**config.mk**
```make
export PLATFORM = sky130hd
export DESIGN_NAME = pli_ctrl
export DESIGN_NICKNAME = d
export VERILOG_FILES = /design/src/hw/rtl/pli_pkg.sv /design/src/hw/rtl/pli_ctrl.sv
export SDC_FILE = /design/constraint.sdc
export NUM_CORES = 1
export LEC_CHECK = 0
export BUFFER_PORTS_ARGS = -buffer_cell sky130_fd_sc_hd__buf_4
export CORE_AREA = 2 2 39 41
export DETAILED_ROUTE_END_ITERATION = 8
export DIE_AREA = 0 0 41 43
export GPL_TIMING_DRIVEN = 0
export PLACE_DENSITY = 0.58
export SYNTH_ARGS = -nofsm -noshare
export SYNTH_HDL_FRONTEND = slang
export SYNTH_SLANG_ARGS = --single-unit
```
**constraint.sdc**
```tcl
create_clock -name clock -period 1.53 [get_ports clock]
set_input_delay 0.0765 -clock clock [delete_from_list [all_inputs] [get_ports clock]]
set_output_delay 0.0765 -clock clock [all_outputs]
set_load 0.03 [all_outputs]
```
**src/hw/rtl/pli_pkg.sv**
```systemverilog
// ----------------------------------------------------------------------------
// pli_pkg
// Types and constants for the polyline length and interpolation block.
// ----------------------------------------------------------------------------
`default_nettype none
package pli_pkg;
   localparam int COORD_W = 32;
   localparam int DIST_W  = 40;
   localparam int WHERE_W = 2;

   localparam logic [WHERE_W-1:0] WHERE_BEFORE = 2'd0;
   localparam logic [WHERE_W-1:0] WHERE_ON     = 2'd1;
   localparam logic [WHERE_W-1:0] WHERE_PAST   = 2'd2;

   typedef struct packed {
      logic signed [COORD_W-1:0] vertex_x;
      logic signed [COORD_W-1:0] vertex_y;
      logic signed [DIST_W-1:0]  target_distance;
      logic                      first_vertex;
      logic                      last_vertex;
   } req_item_type;

   typedef struct packed {
      logic [DIST_W-1:0]         total_length;
      logic signed [COORD_W-1:0] point_x;
      logic signed [COORD_W-1:0] point_y;
      logic [WHERE_W-1:0]        where_found;
   } rsp_item_type;

   typedef enum logic [2:0] {
      ST_IDLE, ST_SQUARE, ST_SQRT, ST_MULT, ST_DIV, ST_UPDATE, ST_OUT
   } state_type;

   typedef struct packed {
      logic load;
      logic start_square;
      logic load_square;
      logic sqrt_step;
      logic start_mult;
      logic div_step;
      logic update;
   } cmd_type;

   typedef struct packed {
      logic first;
      logic last;
      logic need_div;
      logic sqrt_done;
      logic div_done;
   } status_type;
endpackage
`default_nettype wire

```
**src/hw/rtl/pli_ctrl.sv**
```systemverilog
// ----------------------------------------------------------------------------
// pli_ctrl
// Sequencer: load, square, root, multiply, divide, update, deliver.
// ----------------------------------------------------------------------------
`default_nettype none
module pli_ctrl (
   input  wire                 clock,
   input  wire                 reset,
   input  wire                 in_valid,
   output logic                in_take,
   output logic                out_valid,
   input  wire                 out_stall,
   input  pli_pkg::status_type status,
   output pli_pkg::cmd_type    cmd
);
   import pli_pkg::*;

   state_type state_ff, state_in;
   logic      sqz_ff, sqz_in;

   always_ff @(posedge clock) begin
      if (reset) begin
         state_ff <= ST_IDLE;
         sqz_ff   <= 1'b0;
      end else begin
         state_ff <= state_in;
         sqz_ff   <= sqz_in;
      end
   end

   always_comb begin
      state_in  = state_ff;
      sqz_in    = sqz_ff;
      cmd       = '0;
      in_take   = 1'b0;
      out_valid = 1'b0;
      unique case (state_ff)
         ST_IDLE: begin
            in_take = in_valid;
            if (in_valid) begin
               cmd.load = 1'b1;
               state_in = ST_SQUARE;
            end
         end
         ST_SQUARE: begin
            if (status.first) begin
               state_in = ST_UPDATE;
            end else begin
               cmd.start_square = 1'b1;
               sqz_in   = 1'b1;
               state_in = ST_SQRT;
            end
         end
         ST_SQRT: begin
            sqz_in = 1'b0;
            if (sqz_ff) begin
               cmd.load_square = 1'b1;
            end else if (status.sqrt_done) begin
               state_in = ST_MULT;
            end else begin
               cmd.sqrt_step = 1'b1;
            end
         end
         ST_MULT: begin
            cmd.start_mult = 1'b1;
            state_in = ST_DIV;
         end
         ST_DIV: begin
            if (!status.need_div || status.div_done) begin
               state_in = ST_UPDATE;
            end else begin
               cmd.div_step = 1'b1;
            end
         end
         ST_UPDATE: begin
            cmd.update = 1'b1;
            state_in = status.last ? ST_OUT : ST_IDLE;
         end
         ST_OUT: begin
            out_valid = 1'b1;
            if (!out_stall) state_in = ST_IDLE;
         end
         default: state_in = ST_IDLE;
      endcase
   end
endmodule
`default_nettype wire

```
After elaboration in Yosys (flattened, before gate mapping):

Index checks and enable logic that the tools add are counted.

* register bits: 4
* bits in latches: 0
* bits in writable memories: 0
* memory bits (read-only): 0
* input bits: 9
* memories kept: 0

* $add $sub $neg: 0
* multipliers: 0
* divide/modulo/power cells: 0
* $lt $le $gt $ge: 0
* equal/unequal tests: 12
* shifts and indexed selects: 0
* multiplexer cells: 24
* bitwise logic cells: 0
* reduce and logical (&&, ||, !) cells: 6

Operators by type and width (count)
* 2-to-1 mux 3 bit: 7
* case mux 3 bit (7 select lines): 1
* 2-to-1 mux 1 bit: 14
* != test 2 bit, second input constant: 6
* equality test 3 bit, second input constant: 3
* equality test 3 x 2 -> 1 bit, second input constant: 2
* AND reduction 5 bit: 1
* equality test 3 x 1 -> 1 bit, second input constant: 1
* logical NOT 3 bit: 1
* 2-to-1 mux 2 bit: 1
* case mux 1 bit (2 select lines): 1
* AND reduction 2 bit: 1
* nonzero test 2 bit: 1
* logical NOT 1 bit: 1
* logical OR 1 bit: 1

Logic depth before layout (Yosys ltp):

Gate-level depths: netlist of the first run.

* depth in word-level cells: 4
* gate-level depth with buffers: 5

Worst setup path before layout of the first run:

No wires, ideal clock.

* path type: register to output
* start: reg state_ff[1]
* end: out cmd[6] in the netlist's numbering
* data arrival time: 1.511 ns
* setup slack: -0.057 ns
* stages on the path, launching flop included: 4
* cell sequence: dfxtp_1 > nand2b_1 > nor3_1 > buf_4

RTL lines
* start, declared: line pli_ctrl.sv:18 `state_type state_ff, state_in;`
* start signal, assigned: line pli_ctrl.sv:26 `state_ff <= state_in;`
* end, declared: line pli_ctrl.sv:14 `output pli_pkg::cmd_type cmd`

==> results.md, run 1 <==
* Largest net degree at the start of global routing at 11
* Clk pin slew, worst setup/hold paths at approximately 0.04 ns
* CP peak stage delay at 0.39 ns
* Sink Count at 4
* Final setup skew at 0.00385 ns
* WL/cell at 10.8 µm
* CTS buffer count at 3
* Setup repair bufs after CTS at 0
* I/O pin cnt at 18
* Die height at 43 µm
* Beginning of the worst hold path: reset
* Final hold violations at 0
* Core Region at ~0.0014 mm²
* Top post-synthesis cells by area: dfxtp_1, clkbuf_8, nor2_1
* VDD IR-drop max at 0.000331 V
* Starting Density at 0.249
* Port buffer count at 17
* Largest area contributor in the netlist: dfxtp_1
* Routability congestion estimate at around 0.65
* First-iteration detailed-routing DRC count at 1
* Peak fanout along the critical path at 9
* Row count at 14
* Final setup fails at 0
* Crit-path slowest cell: dfxtp_2
* First-pass GRT wire length at 1280 µm
* CP Class: register to output port
* Final Power at 487 µW
* Total grt overflow at 0
* Post-synth cell types at 24
* Tcrit/Tclk final at 0.890
* CP arrival at 1.29 ns
* Seq/Total Area, Yosys at 0.233
* Worst Setup End Kind: output port
* DRC viols at 0
* Via-to-Cell Ratio at 4.66
* Routed WL at 865 µm
* # diodes at 0
* Antenna Violating Nets Remaining at 0
* Max_slew headroom at 0.819
* Number of global-route vias before repair at 320
* CTS tree: built
* Final setup TNS at 0 ns
* Initial antenna violation count at 0
* Worst-Margin Slew at 0.269 ns
* Die area at 0.00176 mm²
* Critical path, cell by cell: inv_2 -> nor3_2 -> nor3b_2 -> buf_4
* RSZ-0062 raised after global routing: no
* Fin nets at between 70 and 80
* First-pass iteration count of the detailed router at 4
* Layout cell share with drive strength beyond 1 at 0.469
* Synth top area share at 0.233
* Worst EP required at approximately 1.5 ns
* Fmax at 0.734 GHz
* Slew Viols, Final at 0
* Top delay family on crit path: flip-flops
* Worst setup startpoint: state_ff[1]
* Yosys warns at 0
* Syn nets at between 50 and 60
* Max_cap viols at 0
* Latest clock arrival within the worst-skew pair at roughly 0.23 ns
* Htree depth at 1
* Most common cell after layout, fill and taps aside: buf_4
* Clock buffer depth at 2
* DIE WIDTH at 41 µm
* CTS Hold Buffers Added at 0
* Root Buffer Master: clkbuf_4
* Syn Inst Count at 44
* Most frequent cells in the layout: buf_4, nor2_1, o21ai_0
* Post-DP HPWL at 678 µm
* Reg2reg start: state_ff[1]
* Area delta synth->final at 52.7%
* Worst Hold Class: input pin to register
* Syn avg cell area at between 7 and 8 µm²
* Register bit total from synthesis at 4
* PD cells at about 900 mW/mm²
* Post-synthesis instance area at 344 µm²
* Total Routing Usage GR at 0.111
* Crit path buf inv count at 2
* Status: finished, final reports clean
* CP startpoint kind: register
* P_leak at 0.000234 µW
* Via count at 373
* Tmin final at about 1.4 ns
[final cells by class]
class                           count  area, µm²
Inverter                            1       3.75
Multi-Input combinational cell     36        235
Sequential cell                     4       81.3
Tap cell                           16       20.0
Buffer                              3       35.0
Clock buffer                        3       22.5
Fill cell                         157        858
Timing Repair Buffer               17        128
[worst reg2reg max path, cell delays in order (launching register included)]
cell     delay [ns]
dfxtp_2        0.35
or3b_1         0.40
a21oi_2        0.24
o21ai_0        0.11
o41ai_1        0.06
[Yosys cell counts]
| cell | instances |
|---|---|
| a211oi_1 | 1 |
| buf_4 | 1 |
| a21boi_0 | 1 |
| nand2b_1 | 3 |
| a21oi_1 | 1 |
| nand2_1 | 3 |
| nor3_2 | 1 |
| a311oi_1 | 1 |
| dfxtp_1 | 4 |
| o22ai_1 | 1 |
| and3_1 | 2 |
| or3b_1 | 1 |
| nor3_1 | 1 |
| nor3b_1 | 3 |
| o41ai_1 | 1 |
| and2_1 | 2 |
| a21oi_2 | 1 |
| o211a_1 | 1 |
| inv_2 | 1 |
| o21ai_0 | 4 |
| or2_1 | 1 |
| clkbuf_8 | 2 |
| nor2_1 | 6 |
| nor3b_2 | 1 |
[where the power goes]
group | internal (µW) | leakage, µW | switching [µW] | total [µW]
sequential | 122 | 0.0000333 | 18.7 | 141
combinational | 103 | 0.000187 | 116 | 219
clock | 87.5 | 0.0000138 | 40.1 | 128
total | 312 | 0.000234 | 175 | 487
[path summary, 6_finish.rpt]
kind | end | slack [ns] | cells past startpoint
worst max-delay path | cmd[3] | 0.17 | 4
worst max register to register | state_ff[1] | 0.25 | 4
worst min register to register | sqz_ff | 0.53 | 2
worst min-delay path | sqz_ff | 0.02 | 2
[routing by layer]
| layer | share of wire | global-route usage | vias up |
|---|---|---|---|
| li1 | - | - | 198 |
| met1 | 0.45 | 0.129 | 160 |
| met2 | 0.46 | 0.156 | 13 |
| met3 | 0.083 | 0.0157 | 2 |
| met4 | 0.013 | 0.120 | 0 |
| met5 | 0 | 0 | - |
[timing repair]
item                                    in CTS  in global routing
endpoints found under the setup margin       1                  1
resized for setup                            1                  1
pin swaps                                    0                  0
[cell families (layout without fill, tap and decap cells)]
kind of cell | after synthesis | after routing | share of synthesized area
AND/OR/NAND/NOR | 24 | 24 | 0.415
AO/OA/AOI/OAI | 12 | 12 | 0.240
flip-flops | 4 | 4 | 0.233
buffers and inverters | 4 | 24 | 0.113
[per-stage QoR]
stage	cell area [µm²]	setup WS, ns	cells	hold slack [ns]	utilization
floorplan	349	0.0144	44	0.146	-
global placement	497	0.242	77	0.264	0.359
detailed placement	497	0.238	77	0.268	0.359
CTS	520	0.0917	80	0.0121	0.376
global route	526	0.0706	80	0.0247	0.380
finish	526	0.168	80	0.0250	0.380
[flip-flops by register name (all words and copies together) (netlist names)]
name	flops
sqz_ff	1
state_ff	3
No activity file was read; power rests on OpenSTA's default activity.
==> run 2, diff against run 1 <==
Settings changed: BUFFER_PORTS_ARGS -buffer_cell sky130_fd_sc_hd__buf_4 to unset, DONT_BUFFER_PORTS set to 1, PLACE_DENSITY 0.58 to 0.46.
Clock period 1.53 ns to 1.7 ns, I/O delays scaled along.
==> results.md, run 2 (synthesis gave the netlist of run 1 again) <==
* R2r endpoint: state_ff[1] (unchanged)
* I/O pin cnt at 18 (unchanged)
* Biggest register: state_ff (unchanged)
* Reg2reg start: state_ff[0] (was state_ff[1])
* Root Buffer Master: clkbuf_4 (unchanged)
* PD cells at 975 mW/mm² (was 927 mW/mm²)
* RSZ-0062 raised after global routing: no (unchanged)
* Antenna Violating Nets Remaining at 0 (unchanged)
* Biggest regs: state_ff (3), sqz_ff (1) (unchanged)
* Worst setup startpoint: state_ff[1] (unchanged)
* Pre-CTS WS at -0.0196 ns (was 0.238 ns)
* Setup WS post-layout at 0.134 ns (was 0.168 ns)
* R2r setup slk at 0.26 ns (was 0.25 ns)
* DRC viols at 0 (unchanged)
* Reg2reg path depth at 4 (unchanged)
* CP arrival at 1.48 ns (was 1.29 ns)
* DIE WIDTH at 41 µm (unchanged)
* Largest net degree at the start of global routing at 11 (unchanged)
* Final hold violations at 0 (unchanged)
* Worst-Margin Slew at 0.561 ns (was 0.269 ns)
* WHS Path Cells at 3 (was 2)
* Area delta synth->final at 21.8% (was 52.7%)
* VDD IR-drop max at 0.000353 V (was 0.000331 V)
* Slew Viols, Final at 0 (unchanged)
* Layout cell share with drive strength beyond 1 at 0.250 (was 0.469)
* Row count at 14 (unchanged)
* Max_cap viols at 0 (unchanged)
* Clock power share at 0.273 (was 0.262)
* Final setup TNS at 0 ns (unchanged)
* Tcrit/Tclk final at 0.921
* Worst Setup End Kind: output port (unchanged)
* Worst Hold Class: input pin to register (unchanged)
* CP startpoint kind: register (unchanged)
* Switching share of total power at 0.377 (was 0.359)
* Most common cell after layout, fill and taps aside: nor2_1 (was buf_4)
* Power share of the combinational group at 0.411 (was 0.449)
* Post-DP HPWL at 615 µm (was 678 µm)
* Internal power at 255 µW (was 312 µW)
* Tmin final at 1.57 ns
* Via-to-Cell Ratio at 5.08 (was 4.66)
* Routability congestion estimate at 0.761 (was 0.655)
* Max_slew headroom at 0.625 (was 0.819)
* Via count at 325 (was 373)
* Clk pin slew, worst setup/hold paths at 0.03 ns (was 0.04 ns)
* Htree depth at 1 (unchanged)
* CTS tree: built (unchanged)
* Worst Hold End: state_ff[1] (was sqz_ff)
* Beginning of the worst hold path: reset (unchanged)
* Sink Count at 4 (unchanged)
* Worst EP required at 1.62 ns (was 1.45 ns)
* Clock buffer depth at 2 (unchanged)
* Power share of the sequential group at 0.316 (was 0.289)
* CP peak stage delay at 0.47 ns (was 0.39 ns)
* Peak fanout along the critical path at 9 (unchanged)
* # diodes at 0 (unchanged)
* Starting Density at 0.249 (unchanged)
* Port buffer count at 0 (was 17)
* Core Region at 0.00138 mm² (unchanged)
* CTS buffer count at 3 (unchanged)
* CP Class: register to output port (unchanged)
* Initial antenna violation count at 0 (unchanged)
* Final setup skew at 0.000599 ns (was 0.00385 ns)
* First-iteration detailed-routing DRC count at 7 (was 1)
* Die height at 43 µm (unchanged)
* Most frequent cells in the layout: nor2_1, o21ai_0, dfxtp_1 (was buf_4, nor2_1, o21ai_0)
* Critical path, cell by cell: inv_2 -> nor3_2 -> nor3b_4 (was inv_2 -> nor3_2 -> nor3b_2 -> buf_4)
* Crit-path slowest cell: dfxtp_1 (was dfxtp_2)
* Number of global-route vias before repair at 335 (was 320)
* Fmax at 0.639 GHz
* Routed WL at 826 µm (was 865 µm)
* Sw Pwr at 154 µW (was 175 µW)
* WL/cell at 12.9 µm (was 10.8 µm)
* Crit path buf inv count at 1 (was 2)
* First-pass GRT wire length at 1370 µm (was 1280 µm)
* Die area at 0.00176 mm² (unchanged)
* Total grt overflow at 0 (unchanged)
* P_leak at 0.000151 µW (was 0.000234 µW)
* Final setup fails at 0 (unchanged)
* Status: finished, final reports clean (unchanged)
* Largest register FFs at 3 (unchanged)
* Top delay family on crit path: simple AND/OR/NAND/NOR gates (was flip-flops)
* First-pass iteration count of the detailed router at 4 (unchanged)
* Fin nets at 59 (was 75)
* Latest clock arrival within the worst-skew pair at 0.23 ns (about the same)
* Total Routing Usage GR at 0.117 (was 0.111)
* Final Power at 409 µW (was 487 µW)
## run 2: cell types whose count changed in the layout (fill, tap and decap cells not counted), sizes merged
cell,previous run,this run
dlygate4sd3,0,1
buf,18,1
## run 2: how the worst max path moves through the flow
stage / to / cells after the start
floorplan: cmd[6] / 3
global placement: cmd[3] / 3
detailed placement: cmd[3] / 3
CTS: cmd[3] / 3
global route: cmd[3] / 3
finish: cmd[3] / 3
## run 2: layout make-up
class,count,area (µm²)
flip-flops and latches,4,80.1
fillers,157,965
plain buffers,3,35.0
clock buffers,3,22.5
repair buffers,1,10.0
multi-input cells,36,248
well taps,16,20.0
inverters,1,3.75
## run 2: routing by layer
layer / vias to the layer above / global-route usage / part of all wire
met2: 9 / 0.150 / 0.47
met1: 152 / 0.161 / 0.47
met5: - / 0 / 0
li1: 164 / - / -
met4: 0 / 0.0800 / 0
met3: 0 / 0.0366 / 0.061
## run 2: what timing repair did
action	in CTS	in global routing
endpoints found under the setup margin	2	2
gates resized for setup	2	2
hold buffers	1	0
setup buffers	0	0
hold endpoints to repair	2	0
## run 2: stage by stage
stage	utilization	cell area, µm²	cells	hold slack (ns)
after global placement	0.263	364	60	0.159
after floorplan	-	344	44	0.154
after global routing	0.303	419	64	0.0384
after detailed placement	0.263	364	60	0.161
final	0.303	419	64	0.0497
after CTS	0.294	407	64	0.0412
## run 2: worst register-to-register path, delay by kind of cell (launching register included)
family | cells | cell delay (ns)
and+or+nand+nor | 2 | 0.65
DFF | 1 | 0.36
AOI/OAI and AO/OA | 2 | 0.33
## run 2: power groups by stage
stage | Clock, µW | Combinational, µW | Sequential (µW)
after floorplan | 0 | 137 | 123
after global placement | 0 | 156 | 128
after detailed placement | 0 | 155 | 128
after CTS | 119 | 161 | 128
after global routing | 135 | 184 | 133
final | 111 | 168 | 129
